## config.mk

```make
export PLATFORM = sky130hd
export DESIGN_NAME = vehicle_route_feasibility_check
export DESIGN_NICKNAME = d
export VERILOG_FILES = /design/src/rtl/core/vrfc_pkg.sv /design/src/rtl/core/vrfc_mark_mem.sv /design/src/rtl/core/vrfc_route_eval.sv /design/src/rtl/core/vehicle_route_feasibility_check.sv
export SDC_FILE = /design/constraint.sdc
export NUM_CORES = 2
export LEC_CHECK = 0
export BUFFER_PORTS_ARGS = -buffer_cell sky130_fd_sc_hd__buf_2
export CAP_MARGIN = 20
export CORE_MARGIN = 3
export CORE_UTILIZATION = 50
export CTS_CLUSTER_SIZE = 24
export DETAILED_ROUTE_END_ITERATION = 10
export PLACE_DENSITY = 0.65
export RECOVER_POWER = 25
export SYNTH_ARGS = -nofsm -noshare
export SYNTH_HDL_FRONTEND = slang
export SYNTH_SLANG_ARGS = --single-unit
export TNS_END_PERCENT = 20
```

## constraint.sdc

```tcl
create_clock -name clk -period 11.2 [get_ports clk]
set_input_delay 3.36 -clock clk [delete_from_list [all_inputs] [get_ports clk]]
set_output_delay 3.36 -clock clk [all_outputs]
set_load 0.005 [all_outputs]
```

## src/rtl/core/vrfc_pkg.sv

```systemverilog
// shared types and constants for the route feasibility checker
`timescale 1ns / 1ps

package vrfc_pkg;

  localparam int DEF_MAX_NODES = 256;
  localparam int EPOCH_W       = 8;
  localparam int CFG_IDX_W     = 2;
  localparam int CFG_DATA_W    = 24;

  localparam logic [CFG_IDX_W-1:0] CFG_NODE_COUNT   = 2'd0;
  localparam logic [CFG_IDX_W-1:0] CFG_CAPACITY     = 2'd1;
  localparam logic [CFG_IDX_W-1:0] CFG_MAX_VEHICLES = 2'd2;

  localparam logic [8:0]  RST_NODE_COUNT   = 9'd256;
  localparam logic [23:0] RST_CAPACITY     = 24'hFFFFFF;
  localparam logic [7:0]  RST_MAX_VEHICLES = 8'd255;

  typedef enum logic [2:0] {
    FAIL_OK       = 3'd0,
    FAIL_SHORT    = 3'd1,
    FAIL_BADNODE  = 3'd2,
    FAIL_DUP      = 3'd3,
    FAIL_OVER     = 3'd4,
    FAIL_VEH      = 3'd5,
    FAIL_UNSERVED = 3'd6
  } fail_t;

  typedef enum logic {
    ST_CLEAR,
    ST_RUN
  } seq_state_t;

  typedef struct packed {
    logic [8:0]  node_count;
    logic [23:0] capacity;
    logic [7:0]  max_vehicles;
  } cfg_t;

  typedef struct packed {
    logic        last;
    logic [15:0] demand;
    logic [7:0]  node;
  } item_t;

  typedef struct packed {
    fail_t reason;
    logic  valid_res;
  } verdict_t;

endpackage

```

## src/rtl/core/vrfc_mark_mem.sv

```systemverilog
// visited-mark memory: one write port, one registered read port
`timescale 1ns / 1ps

module vrfc_mark_mem #(
  parameter int DEPTH  = 256,
  parameter int ADDR_W = 8,
  parameter int DATA_W = 8
) (
  input  logic              clk,
  input  logic              re,
  input  logic [ADDR_W-1:0] raddr,
  output logic [DATA_W-1:0] rdata,
  input  logic              we,
  input  logic [ADDR_W-1:0] waddr,
  input  logic [DATA_W-1:0] wdata
);

  logic [DATA_W-1:0] mem [DEPTH];

  always_ff @(posedge clk) begin
    if (we) begin
      mem[waddr] <= wdata;
    end
  end

  always_ff @(posedge clk) begin
    if (re) begin
      rdata <= mem[raddr];
    end
  end

endmodule

```

## src/rtl/core/vrfc_route_eval.sv

```systemverilog
// per-solution running state and check logic for one item
`timescale 1ns / 1ps

module vrfc_route_eval import vrfc_pkg::*; #(
  parameter int MAX_NODES = DEF_MAX_NODES
) (
  input  logic     clk,
  input  logic     rst,
  input  logic     fire,
  input  item_t    item,
  input  logic     visited,
  input  cfg_t     cfg,
  output logic     mark_we,
  output verdict_t verdict
);

  logic [24:0] load, load_next;
  logic [8:0]  veh, veh_next;
  logic [8:0]  served, served_next;
  logic [1:0]  cnt, cnt_next;
  fail_t       fail, fail_next;

  logic [24:0] sum;
  logic [8:0]  needed;
  logic        bad_node;
  logic        new_mark;
  fail_t       reason;

  // numbers that do not fit the mark storage are rejected too
  assign bad_node = ({1'b0, item.node} >= cfg.node_count) ||
                    (32'(item.node) >= 32'(MAX_NODES));
  assign sum      = load + 25'(item.demand);
  assign needed   = (cfg.node_count == 9'd0) ? 9'd0 : cfg.node_count - 9'd1;

  always_comb begin
    load_next   = load;
    veh_next    = veh;
    served_next = served;
    fail_next   = fail;
    new_mark    = 1'b0;
    cnt_next    = (cnt == 2'd3) ? cnt : cnt + 2'd1;
    if (fail == FAIL_OK) begin
      if (item.node == 8'd0) begin
        if (load != 25'd0) begin
          veh_next  = (veh == 9'd511) ? veh : veh + 9'd1;
          load_next = 25'd0;
        end
      end else if (bad_node) begin
        fail_next = FAIL_BADNODE;
      end else if (visited) begin
        fail_next = FAIL_DUP;
      end else begin
        new_mark    = 1'b1;
        served_next = (served == 9'd511) ? served : served + 9'd1;
        load_next   = sum;
        if (sum > {1'b0, cfg.capacity}) begin
          fail_next = FAIL_OVER;
        end
      end
    end

    if (cnt_next != 2'd3) begin
      reason = FAIL_SHORT;
    end else if (fail_next != FAIL_OK) begin
      reason = fail_next;
    end else if (veh_next > {1'b0, cfg.max_vehicles}) begin
      reason = FAIL_VEH;
    end else if (served_next != needed) begin
      reason = FAIL_UNSERVED;
    end else begin
      reason = FAIL_OK;
    end
  end

  // the last item needs no mark: the solution ends with it
  assign mark_we           = fire && !item.last && new_mark;
  assign verdict.reason    = reason;
  assign verdict.valid_res = (reason == FAIL_OK);

  always_ff @(posedge clk) begin
    if (rst) begin
      load   <= '0;
      veh    <= '0;
      served <= '0;
      cnt    <= '0;
      fail   <= FAIL_OK;
    end else if (fire) begin
      if (item.last) begin
        load   <= '0;
        veh    <= '0;
        served <= '0;
        cnt    <= '0;
        fail   <= FAIL_OK;
      end else begin
        load   <= load_next;
        veh    <= veh_next;
        served <= served_next;
        cnt    <= cnt_next;
        fail   <= fail_next;
      end
    end
  end

endmodule

```

## src/rtl/core/vehicle_route_feasibility_check.sv

```systemverilog
// Checks a vehicle-routing solution streamed one node per item.
// Input items arrive on s_axis: tdata carries node [7:0] and demand [23:8],
// tlast marks the final item of a solution. One verdict item per solution
// leaves on m_axis after the final item: tdata[0] valid_res, tdata[3:1]
// fail_reason. Registers node_count, capacity and max_vehicles are written on
// the cfg port (index 0, 1, 2); the user must write them only while the block
// is idle; the block does not enforce it. Throughput is one item per cycle
// while s_axis_tready is high. An item is checked the cycle after it is
// accepted, once its visited mark comes back from the mark memory; the verdict
// is registered before it shows on m_axis. Visited marks are stored as epoch
// numbers, so a new solution starts at once without clearing. After reset, and
// after every 255 solutions when the epoch wraps, a clearing pass writes every
// entry, one per cycle; s_axis_tready stays low meanwhile. A stalled verdict
// holds the pipeline only when the next final item reaches the check stage;
// other items keep flowing into the block.
`timescale 1ns / 1ps

module vehicle_route_feasibility_check import vrfc_pkg::*; #(
  parameter int MAX_NODES = DEF_MAX_NODES
) (
  input  logic                  clk,
  input  logic                  rst,
  input  logic                  s_axis_tvalid,
  output logic                  s_axis_tready,
  input  logic [23:0]           s_axis_tdata,   // node[7:0], demand[23:8]
  input  logic                  s_axis_tlast,
  output logic                  m_axis_tvalid,
  input  logic                  m_axis_tready,
  output logic [7:0]            m_axis_tdata,   // valid_res[0], fail_reason[3:1]
  input  logic                  cfg_valid,
  output logic                  cfg_ready,
  input  logic [CFG_IDX_W-1:0]  cfg_index,
  input  logic [CFG_DATA_W-1:0] cfg_data
);

  localparam int ADDR_W = (MAX_NODES > 1) ? $clog2(MAX_NODES) : 1;
  localparam logic [ADDR_W-1:0] LAST_ADDR = ADDR_W'(MAX_NODES - 1);
  localparam logic [EPOCH_W-1:0] EPOCH_FIRST = EPOCH_W'(1);

  cfg_t cfg;

  seq_state_t        state, state_next;
  logic [ADDR_W-1:0] clr_addr, clr_addr_next;
  logic [EPOCH_W-1:0] epoch;

  item_t    in_item, s1_item;
  logic     s1_valid, fwd;
  logic     s1_stall, s1_fire, wrap_hold, accept, clearing;
  logic     mark_we, visited;
  verdict_t verdict, out_verdict;
  logic     out_valid;

  logic               mem_we;
  logic [ADDR_W-1:0]  mem_waddr;
  logic [EPOCH_W-1:0] mem_wdata, mem_rdata;

  // configuration
  assign cfg_ready = 1'b1;

  always_ff @(posedge clk) begin
    if (rst) begin
      cfg.node_count   <= RST_NODE_COUNT;
      cfg.capacity     <= RST_CAPACITY;
      cfg.max_vehicles <= RST_MAX_VEHICLES;
    end else if (cfg_valid) begin
      unique case (cfg_index)
        CFG_NODE_COUNT:   cfg.node_count   <= cfg_data[8:0];
        CFG_CAPACITY:     cfg.capacity     <= cfg_data;
        CFG_MAX_VEHICLES: cfg.max_vehicles <= cfg_data[7:0];
        default: ;
      endcase
    end
  end

  // handshake and stage control
  assign in_item.node   = s_axis_tdata[7:0];
  assign in_item.demand = s_axis_tdata[23:8];
  assign in_item.last   = s_axis_tlast;

  assign clearing  = (state == ST_CLEAR);
  assign s1_stall  = s1_valid && s1_item.last && out_valid && !m_axis_tready;
  assign s1_fire   = s1_valid && !s1_stall;
  // a wrapping epoch needs the memory cleared before the next item is read
  assign wrap_hold = s1_valid && s1_item.last && (epoch == '1);
  assign s_axis_tready = !clearing && !s1_stall && !wrap_hold;
  assign accept    = s_axis_tvalid && s_axis_tready;

  // clearing sequencer
  always_ff @(posedge clk) begin
    if (rst) begin
      state    <= ST_CLEAR;
      clr_addr <= '0;
    end else begin
      state    <= state_next;
      clr_addr <= clr_addr_next;
    end
  end

  always_comb begin
    state_next    = state;
    clr_addr_next = clr_addr;
    unique case (state)
      ST_CLEAR: begin
        clr_addr_next = clr_addr + ADDR_W'(1);
        if (clr_addr == LAST_ADDR) begin
          state_next    = ST_RUN;
          clr_addr_next = '0;
        end
      end
      ST_RUN: begin
        if (s1_fire && s1_item.last && (epoch == '1)) begin
          state_next = ST_CLEAR;
        end
      end
      default: state_next = ST_CLEAR;
    endcase
  end

  always_ff @(posedge clk) begin
    if (rst) begin
      epoch <= EPOCH_FIRST;
    end else if (s1_fire && s1_item.last) begin
      epoch <= (epoch == '1) ? EPOCH_FIRST : epoch + EPOCH_W'(1);
    end
  end

  // mark memory
  assign mem_we    = clearing || mark_we;
  assign mem_waddr = clearing ? clr_addr : ADDR_W'(s1_item.node);
  assign mem_wdata = clearing ? '0 : epoch;

  vrfc_mark_mem #(
    .DEPTH  (MAX_NODES),
    .ADDR_W (ADDR_W),
    .DATA_W (EPOCH_W)
  ) u_mark_mem (
    .clk   (clk),
    .re    (accept),
    .raddr (ADDR_W'(in_item.node)),
    .rdata (mem_rdata),
    .we    (mem_we),
    .waddr (mem_waddr),
    .wdata (mem_wdata)
  );

  // check stage
  always_ff @(posedge clk) begin
    if (rst) begin
      s1_valid <= 1'b0;
    end else begin
      s1_valid <= accept || s1_stall;
    end
  end

  // forward a mark written in the same cycle the next item reads it
  always_ff @(posedge clk) begin
    if (accept) begin
      s1_item <= in_item;
      fwd     <= mark_we && (mem_waddr == ADDR_W'(in_item.node));
    end
  end

  assign visited = fwd || (mem_rdata == epoch);

  vrfc_route_eval #(
    .MAX_NODES (MAX_NODES)
  ) u_route_eval (
    .clk     (clk),
    .rst     (rst),
    .fire    (s1_fire),
    .item    (s1_item),
    .visited (visited),
    .cfg     (cfg),
    .mark_we (mark_we),
    .verdict (verdict)
  );

  // verdict register
  always_ff @(posedge clk) begin
    if (rst) begin
      out_valid <= 1'b0;
    end else if (s1_fire && s1_item.last) begin
      out_valid <= 1'b1;
    end else if (m_axis_tready) begin
      out_valid <= 1'b0;
    end
  end

  always_ff @(posedge clk) begin
    if (s1_fire && s1_item.last) begin
      out_verdict <= verdict;
    end
  end

  assign m_axis_tvalid = out_valid;
  assign m_axis_tdata  = {4'b0000, out_verdict.reason, out_verdict.valid_res};

endmodule

```

==> impl_metrics.ini <==
[clocking]
htree_levels = 4
cts_setup_buffers = 0
cts_sinks = 2194
clk_latency_ns = 0.86
cts_hold_buf = 0
numCtsBuffers = 215
clockBufferDepth = 3
cts-root-buf = clkbuf_16
clk_pin_slew_worst_paths_ns = 0.06
cts_tree = yes
cts_resized = 0

[synth]
synth-simple-area-share_pct = 3.31
syn_area_mm2 = 0.0873
yosys-top-cells-area = edfxtp_1 (72%), mux4_2 (17%), dfxtp_1 (2.5%)
synth.top_cell.area_share_pct = 71.7
synthAdderAreaFrac_pct = 0.897
synth_top_family_by_area = multiplexers
yosys.area.top_type = edfxtp_1
synth.most_common_cell = edfxtp_1
synthArstFlopShare_pct = 0
yosys_warnings = 0
syn_avg_cell_area_um2 = 20.6
synth_cell_types = 70
syn_inst = 4233
synth_compound_area_share_pct = 2.05
synth_flop_cell = edfxtp_1
synth_seq_area_share_pct = 74.2
synth_edf_count = 2086
ys_seq_elements = 2194
synth_xor_area_share_pct = 0.692
ys_top_cells_by_count = edfxtp_1 (2086), mux4_2 (672), nor2_1 (412)
synthMuxAreaShare_pct = 17.5

[floorplan]
io_pins = 67
die_height_um = 424
core-area_mm2 = 0.173
rows = 152
die_w_um = 424
dieArea_mm2 = 0.180
initial_utilization_pct = 50.6

[route]
wl_met3_um = 14500
wl_met1_um = 82600
antenna_left = 0
top_layer_used = met4
initialDrtViolationCount = 4784
wl_um = 198000
vias = 42200
drcViolationCount = 0
met2_length_um = 96100
via_per_inst = 6.14
first_pass_iters = 6
wl_per_cell_um = 28.8

[critical_path]
path_class = reg2reg
cp_data_arrival_time_ns = 8.99
required_ns = 11.79
crit_fanout = 96
end_kind = flop
startpoint_type = flop
reg2reg_slack_ns = 2.80

[pwr]
power.density_mw_per_mm2 = 172
p_sw_share_pct = 20.5
pwr-share-comb_pct = 3.5
sequentialPowerShare_pct = 52.9
p_leak_nw = 31.1
clkPwrFrac_pct = 43.6
p_int_mw = 13.3
irDropWorstVdd_v = 0.000145
p_sw_mw = 3.45

[timing]
fmax_mhz = 119
fin_tns_setup_ns = 0
tightest_slew_ns = 4.59
report.final.slew_viol_count = 1170
finalHoldViolCount = 0
fin_crit_ns = 8.40
rsz0062_at_grt = no
slew_headroom_pct = -206
finalSetupViolCount = 0
fin_skew_ns = 0.0409
finalCritPeriodShare_pct = 75.0

[global_routing]
antenna_found_initial = 2
grt_start_max_net_pins = 156
grt_use_total_pct = 22.2
grt_pass1_wl_um = 294000
grt_pass1_vias = 42600
grt_overflow = 0

[finish]
final_cells = 6870
fin_nets = 4489
antenna_cells = 0
drive_above_1_share_pct = 25.2
area_growth_pct = 11.9

[run]
timing.max_cap.violations = 19

[run_status]
violations = capacitance limit, slew limit
status = finished, violations left

[placed_design]
dpl.hpwl_um = 119000
io_buffers = 61
placed_cells = 6449
place_congestion = 0.807

[worst_hold_path]
hp-class = reg2reg
final cells by class:
cell class	count	area [um2]
clock inverters	139	1600
flip-flops and latches	2194	64800
repair buffers	156	1240
clock buffers	267	5620
inverters	61	229
well taps	2310	2890
multi-input cells	1743	21400
fillers	12700	75000
per-layer routing:
layer	global-route usage (%)	vias up
met1	32.4	22500
met3	3.95	286
met2	35.2	1677
li1	-	17800
met4	5.80	0
met5	0	-
worst max-delay path: stages, from the launching register on:
cell,delay [ns]
dfxtp_1,0.32
clkbuf_1,1.20
and2_0,2.92
clkbuf_1,2.68
buf_4,0.57
buf_16,0.36
power groups by stage:
| stage | Sequential, mW | Clock [mW] | Combinational, mW |
|---|---|---|---|
| floorplan | 9.04 | 0 | 0.397 |
| global placement | 9.04 | 0 | 0.587 |
| detailed placement | 9.04 | 0 | 0.589 |
| CTS | 8.87 | 7.43 | 0.592 |
| global route | 8.86 | 7.78 | 0.616 |
| finish | 8.87 | 7.32 | 0.582 |
worst paths after layout:
path | start | end | depth (start not counted)
setup / recovery | state | u_mark_mem.mem[253][7] | 5
hold reg to reg | u_route_eval.veh[8] | u_route_eval.veh[8] | 2
setup reg to reg | state | u_mark_mem.mem[253][7] | 5
hold / removal | u_route_eval.veh[8] | u_route_eval.veh[8] | 2
state kept, by name (all words and copies together) (netlist names), 9 cells and up:
name                 cells
cfg                     41
u_route_eval.served      9
u_route_eval.veh         9
s1_item                 25
u_route_eval.load       25
u_mark_mem.mem        2048
metrics by stage:
step	instance area [um2]	total power [mW]	worst slack, ns	hold WS, ns	util [%]
floorplan	87400	9.44	4.06	0.460	-
global placement	90200	9.63	3.63	0.476	52.2
detailed placement	90400	9.63	3.52	0.490	52.3
CTS	97600	16.9	3.66	0.508	56.5
global route	97700	17.3	2.03	0.547	56.6
finish	97700	16.8	2.80	0.506	56.6
cell families (layout without fill, tap and decap cells):
logic type	after synthesis	after routing
flops	2194	2194
mux	683	683
simple gates	666	666
buf+inv	299	623
compound gates	258	258
xor+xnor	69	69
fa+ha+maj	62	62
other cells	2	5
cell usage in the layout, fill, tap and decap left out, drive strengths merged, types with 23 or more instances in the layout:
cell type / n
clkinv: 99
dfxtp: 108
xnor2: 44
buf: 145
a211o: 34
bufinv: 27
ha: 61
inv: 67
a22oi: 40
nand2: 95
a21oi: 66
and2: 23
edfxtp: 2086
xor2: 25
o21ai: 33
nor2: 412
mux4: 672
clkbuf: 278
Power figures use the tool's default switching activity.
